**config.mk**
```make
export PLATFORM = sky130hd
export DESIGN_NAME = bounded_positional_list_engine_unit
export DESIGN_NICKNAME = d
export VERILOG_FILES = /design/src/bple_pkg.sv /design/src/bple_cell.sv /design/src/bple_chain.sv /design/src/bounded_positional_list_engine_unit.sv
export SDC_FILE = /design/constraint.sdc
export NUM_CORES = 2
export LEC_CHECK = 0
export BUFFER_PORTS_ARGS = -buffer_cell sky130_fd_sc_hd__buf_4
export CELL_PAD_IN_SITES_DETAIL_PLACEMENT = 1
export CELL_PAD_IN_SITES_GLOBAL_PLACEMENT = 1
export CORE_MARGIN = 2
export CORE_UTILIZATION = 45
export CTS_BUF_LIST = sky130_fd_sc_hd__clkbuf_2
export CTS_CLUSTER_DIAMETER = 40
export DETAILED_ROUTE_END_ITERATION = 10
export MAX_ROUTING_LAYER = met4
export PLACE_DENSITY_LB_ADDON = 0.3
export SYNTH_ARGS = -nofsm -noshare
export SYNTH_HDL_FRONTEND = slang
export SYNTH_HIERARCHICAL = 1
export SYNTH_SLANG_ARGS = --single-unit
export TNS_END_PERCENT = 1
```
**constraint.sdc**
```tcl
create_clock -name clk_i -period 10.36 [get_ports clk_i]
set_input_delay 2.072 -clock clk_i [delete_from_list [all_inputs] [get_ports clk_i]]
set_output_delay 2.072 -clock clk_i [all_outputs]
set_load 0.005 [all_outputs]
```
**src/bple_pkg.sv**
```systemverilog
`timescale 1ns / 1ps

package bple_pkg;

  // List geometry.
  localparam int unsigned CAPACITY = 32;
  localparam int unsigned IDX_W    = $clog2(CAPACITY);
  localparam int unsigned CNT_W    = $clog2(CAPACITY + 1);
  localparam int unsigned POS_W    = 6;
  localparam int unsigned VAL_W    = 32;
  localparam int unsigned HELD_W   = 6;
  localparam int unsigned CMP_W    = ((CNT_W > POS_W) ? CNT_W : POS_W) + 1;

  // Request kinds. Code 7 is unused and ignored.
  typedef enum logic [2:0] {
    KIND_INS_FRONT = 3'd0,
    KIND_INS_BACK  = 3'd1,
    KIND_INS_POS   = 3'd2,
    KIND_DEL_FRONT = 3'd3,
    KIND_DEL_BACK  = 3'd4,
    KIND_DEL_POS   = 3'd5,
    KIND_READ      = 3'd6
  } kind_e;

  // Result status codes.
  typedef enum logic [1:0] {
    ST_OK     = 2'd0,
    ST_BADPOS = 2'd1,
    ST_EMPTY  = 2'd2,
    ST_FULL   = 2'd3
  } status_e;

  // What every cell of the chain does in a cycle.
  typedef enum logic [1:0] {
    OP_HOLD   = 2'd0,
    OP_INSERT = 2'd1,
    OP_DELETE = 2'd2,
    OP_ROTATE = 2'd3
  } cell_op_e;

  // Control broadcast to the whole chain.
  typedef struct packed {
    cell_op_e         op;
    logic [IDX_W-1:0] idx;
    logic [IDX_W-1:0] tail_idx;
    logic [VAL_W-1:0] value;
  } chain_ctrl_t;

  typedef struct packed {
    logic [2:0]              kind;
    logic [POS_W-1:0]        position;
    logic signed [VAL_W-1:0] value;
  } in_t;

  typedef struct packed {
    logic [1:0]              status;
    logic signed [VAL_W-1:0] item_value;
    logic [HELD_W-1:0]       entries_held;
    logic                    last;
  } out_t;

endpackage

```
**src/bple_cell.sv**
```systemverilog
`timescale 1ns / 1ps

module bple_cell import bple_pkg::*; (
  input  logic             clk_i,
  input  logic [IDX_W-1:0] cell_idx_i,
  input  chain_ctrl_t      ctrl_i,
  input  logic [VAL_W-1:0] left_i,
  input  logic [VAL_W-1:0] right_i,
  input  logic [VAL_W-1:0] wrap_i,
  output logic [VAL_W-1:0] data_o
);

  logic [VAL_W-1:0] data_q;
  logic [VAL_W-1:0] data_d;

  // Pick the next value from this cell, a neighbor or the request.
  always_comb begin
    data_d = data_q;
    unique case (ctrl_i.op)
      OP_HOLD: begin
        data_d = data_q;
      end
      OP_INSERT: begin
        if (cell_idx_i == ctrl_i.idx) begin
          data_d = ctrl_i.value;
        end else if (cell_idx_i > ctrl_i.idx) begin
          data_d = left_i;
        end
      end
      OP_DELETE: begin
        if (cell_idx_i >= ctrl_i.idx) begin
          data_d = right_i;
        end
      end
      OP_ROTATE: begin
        if (cell_idx_i == ctrl_i.tail_idx) begin
          data_d = wrap_i;
        end else begin
          data_d = right_i;
        end
      end
      default: data_d = data_q;
    endcase
  end

  always_ff @(posedge clk_i) begin
    data_q <= data_d;
  end

  assign data_o = data_q;

endmodule

```
**src/bple_chain.sv**
```systemverilog
`timescale 1ns / 1ps

module bple_chain import bple_pkg::*; (
  input  logic             clk_i,
  input  chain_ctrl_t      ctrl_i,
  input  logic [IDX_W-1:0] rd_idx_i,
  output logic [VAL_W-1:0] rd_data_o,
  output logic [VAL_W-1:0] head_o
);

  logic [VAL_W-1:0] cell_data [CAPACITY];

  // Row of cells; inner cells see both neighbors; all see cell 0 for wrap.
  for (genvar g = 0; g < CAPACITY; g++) begin : g_cell
    logic [VAL_W-1:0] left_w;
    logic [VAL_W-1:0] right_w;

    if (g == 0) begin : g_first
      assign left_w = ctrl_i.value;
    end else begin : g_mid_l
      assign left_w = cell_data[g-1];
    end

    if (g == CAPACITY - 1) begin : g_last
      assign right_w = cell_data[g];
    end else begin : g_mid_r
      assign right_w = cell_data[g+1];
    end

    bple_cell u_cell (
      .clk_i      (clk_i),
      .cell_idx_i (IDX_W'(g)),
      .ctrl_i     (ctrl_i),
      .left_i     (left_w),
      .right_i    (right_w),
      .wrap_i     (cell_data[0]),
      .data_o     (cell_data[g])
    );
  end

  // Value removed by a delete, and the front entry for read-out.
  assign rd_data_o = cell_data[rd_idx_i];
  assign head_o    = cell_data[0];

endmodule

```
**src/bounded_positional_list_engine_unit.sv**
```systemverilog
`timescale 1ns / 1ps

// Ordered list of signed 32-bit values, up to CAPACITY entries.
// Requests arrive on in_valid_i / in_stall_o / in_data_i and results leave on
// out_valid_o / out_stall_i / out_data_o. A transfer happens on a rising edge
// with valid high and stall low.
// Inserts and deletes act on the whole cell row at once; they and refused
// requests give one result in the cycle after the transfer. A new request is
// taken every cycle while no read-out runs and the output register is free or
// being emptied. A read-out of N entries gives N results front to back, one per
// cycle while the receiver does not stall; the row rotates by one cell per entry
// sent so the front cell always holds the entry going out. No request is taken
// until the last entry is in the output register. A read request on a non-empty
// list gives no result of its own.
// When the receiver stalls, the result holds in the output register and the
// input stalls once a further result would have no place to go.
// Reset empties the list; entry contents are not cleared and need no sweep.
// Kind code 7 is dropped without a result.
module bounded_positional_list_engine_unit import bple_pkg::*; (
  input  logic clk_i,
  input  logic rst_ni,
  input  logic in_valid_i,
  output logic in_stall_o,
  input  in_t  in_data_i,
  output logic out_valid_o,
  input  logic out_stall_i,
  output out_t out_data_o
);

  logic [CNT_W-1:0] count_q, count_d;
  logic             reading_q, reading_d;
  logic [CNT_W-1:0] rd_left_q, rd_left_d;
  logic             out_valid_q;
  out_t             out_q;

  logic             slot_free;
  logic             in_fire;
  logic             emit;
  out_t             res;
  chain_ctrl_t      ctrl;
  logic [IDX_W-1:0] rd_idx;
  logic [VAL_W-1:0] rd_data;
  logic [VAL_W-1:0] head_data;
  logic             full;
  logic             empty;
  logic [CMP_W-1:0] pos_ext;
  logic [CMP_W-1:0] cnt_ext;
  logic [CMP_W-1:0] pos_m1;
  logic [CNT_W-1:0] cnt_m1;
  logic             ins_pos_ok;
  logic             del_pos_ok;

  // Handshake.
  assign slot_free  = !out_valid_q || !out_stall_i;
  assign in_stall_o = reading_q || !slot_free;
  assign in_fire    = in_valid_i && !in_stall_o;

  // Range checks against the current count.
  assign full       = (count_q == CNT_W'(CAPACITY));
  assign empty      = (count_q == '0);
  assign pos_ext    = CMP_W'(in_data_i.position);
  assign cnt_ext    = CMP_W'(count_q);
  assign pos_m1     = pos_ext - CMP_W'(1);
  assign cnt_m1     = count_q - CNT_W'(1);
  assign ins_pos_ok = (pos_ext != '0) && (pos_ext <= cnt_ext + CMP_W'(1));
  assign del_pos_ok = (pos_ext != '0) && (pos_ext <= cnt_ext);

  // Request decode: chain control, next count and the result.
  always_comb begin
    ctrl          = '0;
    ctrl.op       = OP_HOLD;
    ctrl.value    = in_data_i.value;
    ctrl.tail_idx = cnt_m1[IDX_W-1:0];
    rd_idx        = '0;
    count_d       = count_q;
    reading_d     = reading_q;
    rd_left_d     = rd_left_q;
    emit          = 1'b0;
    res           = '0;
    res.last      = 1'b1;

    if (reading_q) begin
      // Read-out in progress: send the front entry and rotate.
      if (slot_free) begin
        ctrl.op        = OP_ROTATE;
        emit           = 1'b1;
        res.status     = ST_OK;
        res.item_value = head_data;
        res.last       = (rd_left_q == CNT_W'(1));
        rd_left_d      = rd_left_q - CNT_W'(1);
        reading_d      = (rd_left_q != CNT_W'(1));
      end
    end else if (in_fire) begin
      emit = 1'b1;
      unique case (in_data_i.kind)
        KIND_INS_FRONT, KIND_INS_BACK: begin
          if (full) begin
            res.status = ST_FULL;
          end else begin
            ctrl.op    = OP_INSERT;
            ctrl.idx   = (in_data_i.kind == KIND_INS_FRONT) ? '0 : count_q[IDX_W-1:0];
            count_d    = count_q + CNT_W'(1);
            res.status = ST_OK;
          end
        end
        KIND_INS_POS: begin
          if (!ins_pos_ok) begin
            res.status = ST_BADPOS;
          end else if (full) begin
            res.status = ST_FULL;
          end else begin
            ctrl.op    = OP_INSERT;
            ctrl.idx   = pos_m1[IDX_W-1:0];
            count_d    = count_q + CNT_W'(1);
            res.status = ST_OK;
          end
        end
        KIND_DEL_FRONT, KIND_DEL_BACK: begin
          if (empty) begin
            res.status = ST_EMPTY;
          end else begin
            rd_idx         = (in_data_i.kind == KIND_DEL_FRONT) ? '0 : cnt_m1[IDX_W-1:0];
            ctrl.op        = OP_DELETE;
            ctrl.idx       = rd_idx;
            count_d        = cnt_m1;
            res.status     = ST_OK;
            res.item_value = rd_data;
          end
        end
        KIND_DEL_POS: begin
          if (!del_pos_ok) begin
            res.status = ST_BADPOS;
          end else begin
            rd_idx         = pos_m1[IDX_W-1:0];
            ctrl.op        = OP_DELETE;
            ctrl.idx       = rd_idx;
            count_d        = cnt_m1;
            res.status     = ST_OK;
            res.item_value = rd_data;
          end
        end
        KIND_READ: begin
          if (empty) begin
            res.status = ST_EMPTY;
          end else begin
            emit      = 1'b0;
            reading_d = 1'b1;
            rd_left_d = count_q;
          end
        end
        default: begin
          emit = 1'b0;
        end
      endcase
    end
    res.entries_held = HELD_W'(count_d);
  end

  bple_chain u_chain (
    .clk_i     (clk_i),
    .ctrl_i    (ctrl),
    .rd_idx_i  (rd_idx),
    .rd_data_o (rd_data),
    .head_o    (head_data)
  );

  // Control state.
  always_ff @(posedge clk_i or negedge rst_ni) begin
    if (!rst_ni) begin
      count_q     <= '0;
      reading_q   <= 1'b0;
      rd_left_q   <= '0;
      out_valid_q <= 1'b0;
    end else begin
      count_q   <= count_d;
      reading_q <= reading_d;
      rd_left_q <= rd_left_d;
      if (emit) begin
        out_valid_q <= 1'b1;
      end else if (!out_stall_i) begin
        out_valid_q <= 1'b0;
      end
    end
  end

  // Output register.
  always_ff @(posedge clk_i) begin
    if (emit) begin
      out_q <= res;
    end
  end

  assign out_valid_o = out_valid_q;
  assign out_data_o  = out_q;

  // The count never passes the capacity.
  a_count_bound: assert property (@(posedge clk_i) disable iff (!rst_ni)
    count_q <= CNT_W'(CAPACITY))
    else $error("entry count above capacity");

  // A read-out always has entries left to send, no more than the list holds.
  a_read_left: assert property (@(posedge clk_i) disable iff (!rst_ni)
    reading_q |-> (rd_left_q != '0) && (rd_left_q <= count_q))
    else $error("read-out counter out of range");

  // Sending the final entry ends the read-out with a last flag.
  a_read_end: assert property (@(posedge clk_i) disable iff (!rst_ni)
    reading_q && slot_free && (rd_left_q == CNT_W'(1))
      |=> !reading_q && out_valid_o && out_data_o.last)
    else $error("read-out did not end on its final entry");

  // An accepted insert gives a single result in the next cycle.
  a_insert_result: assert property (@(posedge clk_i) disable iff (!rst_ni)
    in_fire && ((in_data_i.kind == KIND_INS_FRONT) || (in_data_i.kind == KIND_INS_BACK)
      || (in_data_i.kind == KIND_INS_POS))
      |=> out_valid_o && out_data_o.last && !reading_q)
    else $error("insert transfer gave no result");

endmodule
```
==> summary.log <==
[status] status finished with violations
[status] violations in the final reports max-capacitance violations, max-slew violations
[critical_path] Critical Path Fanout Max 33
[synthesis] average cell area after synthesis 9.00 um2
[power_and_ir_drop] highest ir drop seen on vdd 0.278 mV
[place] number of buffers inserted by port buffering 87
[sta] RSZ-0062 raised after global routing false
[power_and_ir_drop] Power per Cell Area 376 nW/um2
[place] half-perimeter wire length after placement 300000 um
[hold_path] beginning of the worst hold path rd_left_q[1]$_DFFE_PN0P_
[synthesis] Yosys reg bits 1079
[synthesis] cell area after synthesis 85200 um2
[route] number of optimization iterations in the first detailed-route pass 7
[sta] actual transition at the worst max-transition pin 1.63 ns
[synthesis] register area share after synthesis 37.9%
[sta] worst clock skew on the final layout 0.227 ns
[sta] final sum of negative setup slack 0 ns
[floorplan] overall die width 439 um
[floorplan] I/O pin total 88
[floorplan] Die Area 193000 um2
[synthesis] Gate Count Post-Synth 9475
[critical_path] worst setup path class flop to flop
[power_and_ir_drop] Lkg Pwr 31.0 nW
[clock_network] clock tree from TritonCTS yes
[clock_network] Clock Path Buffers 4
[route] number of vias after detailed routing 94336
[global_route] grt total ovfl 0
[synthesis] leading area contributor after synthesis sky130_fd_sc_hd__edfxtp_1
[sta] final setup violation count 0
[power_and_ir_drop] Total Power Consumption 0.0341 W
[critical_path] startpoint type of the worst setup path flop
[final_layout] share of final-layout standard cells stronger than drive strength 1 10.1%
[clock_network] H-tree lvl count 5
[hold_path] Min-Delay Path Class flop to flop
[synthesis] area fraction of the dominant cell type after synthesis 37.5%
[floorplan] row cnt 159
[critical_path] worst flop-to-flop path endpoint u_chain/g_cell[9].u_cell/data_o[28]$_DFFE_PP_
[synthesis] number of flops mapped to enable cells by yosys 1065
[global_route] number of antenna violations at the first check in global routing 38
[route] ANT nets after route 0
[global_route] Overall Global Routing Usage 48.0%
[place] placed insts 11566
[final_layout] area added between synthesis and finish 6.32%
[final_layout] Final Net Count 9647
[route] DRC violations left 0
[place] final weighted congestion in routability-driven placement 1.05
[sta] worst hold slack 0.626 ns
[clock_network] Post-CTS Repair Setup Buffers 0
[job] maximum capacitance violations 6
[synthesis] largest cells by area after synthesis sky130_fd_sc_hd__edfxtp_1, sky130_fd_sc_hd__a211oi_1, sky130_fd_sc_hd__a31oi_1
[sta] final clock period utilization by the worst path 72.7%
[clock_network] cts bufs inserted 349
[synthesis] most used flip-flop cell after synthesis sky130_fd_sc_hd__edfxtp_1
[critical_path] nature of the critical path endpoint flop
[final_layout] most frequent standard cell in the layout excluding fill and tap cells sky130_fd_sc_hd__nand3_1
[sta] maximum operating frequency 133 MHz
[global_route] first-pass GRT wire length 661000 um
[clock_network] insertion delay of the later-clocked pin in the worst-skew pair 1.99 ns
[final_layout] Final Non-Filler Cells 12186
[hold_path] WHS Path Cells 2
[clock_network] Reg clk slew, reported paths 0.10 ns
[clock_network] clock root buffer sky130_fd_sc_hd__clkbuf_2
[hold_path] end point of the worst hold path rd_left_q[1]$_DFFE_PN0P_
[sta] Final Hold Vio Count 0
[synthesis] FFs w/ async S/R, synth 1.30%
[global_route] vias in the first global route 89831
[floorplan] starting utilization of the core area 45.3%
[synthesis] post-synthesis cell type count 73
[critical_path] cells on worst reg2reg path 17
[sta] max_slew headroom -8.78%
[floorplan] height of the die 439 um
[critical_path] minimum setup slack among reg-to-reg paths 2.83 ns
[final_layout] fraction of the core area covered by cells at the end of the flow 48.2%
[critical_path] Data required, critical path 11.89 ns
[route] Avg Vias per Cell 7.74
[clock_network] Sinks on Clock Net 1079
[critical_path] critical path arrival 9.06 ns
[route] average wire per standard cell 38.6 um
[route] final routed wirelength across all metal layers 470000 um
[sta] final-report max-slew violation count 10
[critical_path] reg2reg start count_q[2]$_DFF_PN0_
[floorplan] Floorplan Core Area 188000 um2
[global_route] largest net degree at the start of global routing 222
[route] 1st-iter DRT viols 18374
[sta] post-layout minimum cycle time 7.53 ns
[synthesis] Yosys warning count 6
[final_layout] most used cells in the layout excluding fill and tap cells sky130_fd_sc_hd__nand3_1, sky130_fd_sc_hd__edfxtp_1, sky130_fd_sc_hd__a31oi_1
[layout make-up]
cell class | instances | area (um2)
repair buffers | 357 | 2860
inverters | 226 | 848
fillers | 22011 | 97400
well taps | 2495 | 3120
flip-flops and latches | 1079 | 32300
multi-input cells | 7410 | 48500
diodes | 55 | 138
clock buffers | 472 | 2360
clock inverters | 92 | 410
[worst max path at each step]
stage	from	to	slack (ns)
3_5_place_dp	in_data_i[32]	u_chain/g_cell[27].u_cell/data_o[27]$_DFFE_PP_	2.29
4_1_cts	count_q[2]$_DFF_PN0_	u_chain/g_cell[27].u_cell/data_o[27]$_DFFE_PP_	3.15
3_3_place_gp	in_data_i[32]	u_chain/g_cell[28].u_cell/data_o[3]$_DFFE_PP_	2.46
2_1_floorplan	count_q[0]$_DFF_PN0_	u_chain/g_cell[16].u_cell/data_o[0]$_DFFE_PP_	2.69
5_1_grt	count_q[2]$_DFF_PN0_	u_chain/g_cell[27].u_cell/data_o[31]$_DFFE_PP_	2.54
6_report	count_q[2]$_DFF_PN0_	u_chain/g_cell[9].u_cell/data_o[28]$_DFFE_PP_	2.83
[per-layer routing]
metal	vias up	part of all wire [%]	track usage, %
li1	37422	-	-
met1	46227	36	59.8
met2	8817	40	62.7
met3	1870	16	18.6
met4	0	8.3	33.9
met5	-	0	-
[synth_stat cells (all sizes together) (34+ instances only)]
library cell     n
nor2            50
o21ai         1048
ha             179
xor2           131
and2            37
nand2b          39
a31oi         1060
nand2          183
clkbuf         794
inv            226
edfxtp        1065
mux2i          512
a211oi        1036
a22oi           99
xnor2           41
nand3         1134
a21oi          129
nor4            34
and3          1027
a22o            96
buf            284
nor3            63
[power by group]
group          switching (W)  internal (W)  total (W)
Sequential           0.00349       0.00882     0.0123
Combinational         0.0136       0.00467     0.0183
Clock                0.00227       0.00126    0.00353
Total                 0.0194        0.0148     0.0341
[critical path, cell delays in order (launching register included)]
cell	delay, ns
sky130_fd_sc_hd__dfrtp_1	0.77
sky130_fd_sc_hd__nand3_1	0.35
sky130_fd_sc_hd__nor2_1	0.21
sky130_fd_sc_hd__xnor2_1	0.20
sky130_fd_sc_hd__ha_1	0.31
sky130_fd_sc_hd__and3_2	0.24
sky130_fd_sc_hd__o21ai_1	0.20
sky130_fd_sc_hd__a21oi_1	0.13
sky130_fd_sc_hd__o22ai_1	0.36
sky130_fd_sc_hd__a221oi_1	0.21
sky130_fd_sc_hd__nor2_4	0.64
sky130_fd_sc_hd__buf_4	0.60
sky130_fd_sc_hd__inv_1	0.10
sky130_fd_sc_hd__ha_1	0.32
sky130_fd_sc_hd__and4_1	0.94
sky130_fd_sc_hd__nand2_1	1.05
sky130_fd_sc_hd__a211oi_1	0.52
sky130_fd_sc_hd__a31oi_1	0.09
[timing repair]
action / in CTS / in global routing
endpoints found under the hold margin: 14 / 0
gates resized for setup: 0 / 0
hold buffers: 1 / 0
[state kept, by name (all words and copies together) (netlist names)]
signal,count
u_chain/g_cell.u_cell/data_o,1024
out_data_o,41
count_q,6
rd_left_q,6
out_valid_o,1
reading_q,1
[logic make-up after synthesis]
| kind of cell | Yosys count | synth area share [%] |
|---|---|---|
| adder cells (fa/ha/maj) | 211 | 3.00 |
| XOR/XNOR | 172 | 1.77 |
| flip-flops | 1079 | 37.9 |
| other | 2 | 0.00881 |
| AND/OR/NAND/NOR | 2649 | 17.6 |
| AO/OA/AOI/OAI | 3546 | 26.6 |
| buffers and inverters | 1304 | 7.10 |
| multiplexers | 512 | 6.01 |
[per-stage QoR]
| stage | area, um2 | worst slack, ns |
|---|---|---|
| floorplan | 86400 | 2.69 |
| global placement | 87700 | 2.46 |
| detailed placement | 87700 | 2.29 |
| CTS | 90500 | 3.15 |
| global route | 90600 | 2.54 |
| finish | 90600 | 2.83 |
Note: power is estimated with default switching activity, not from simulation.
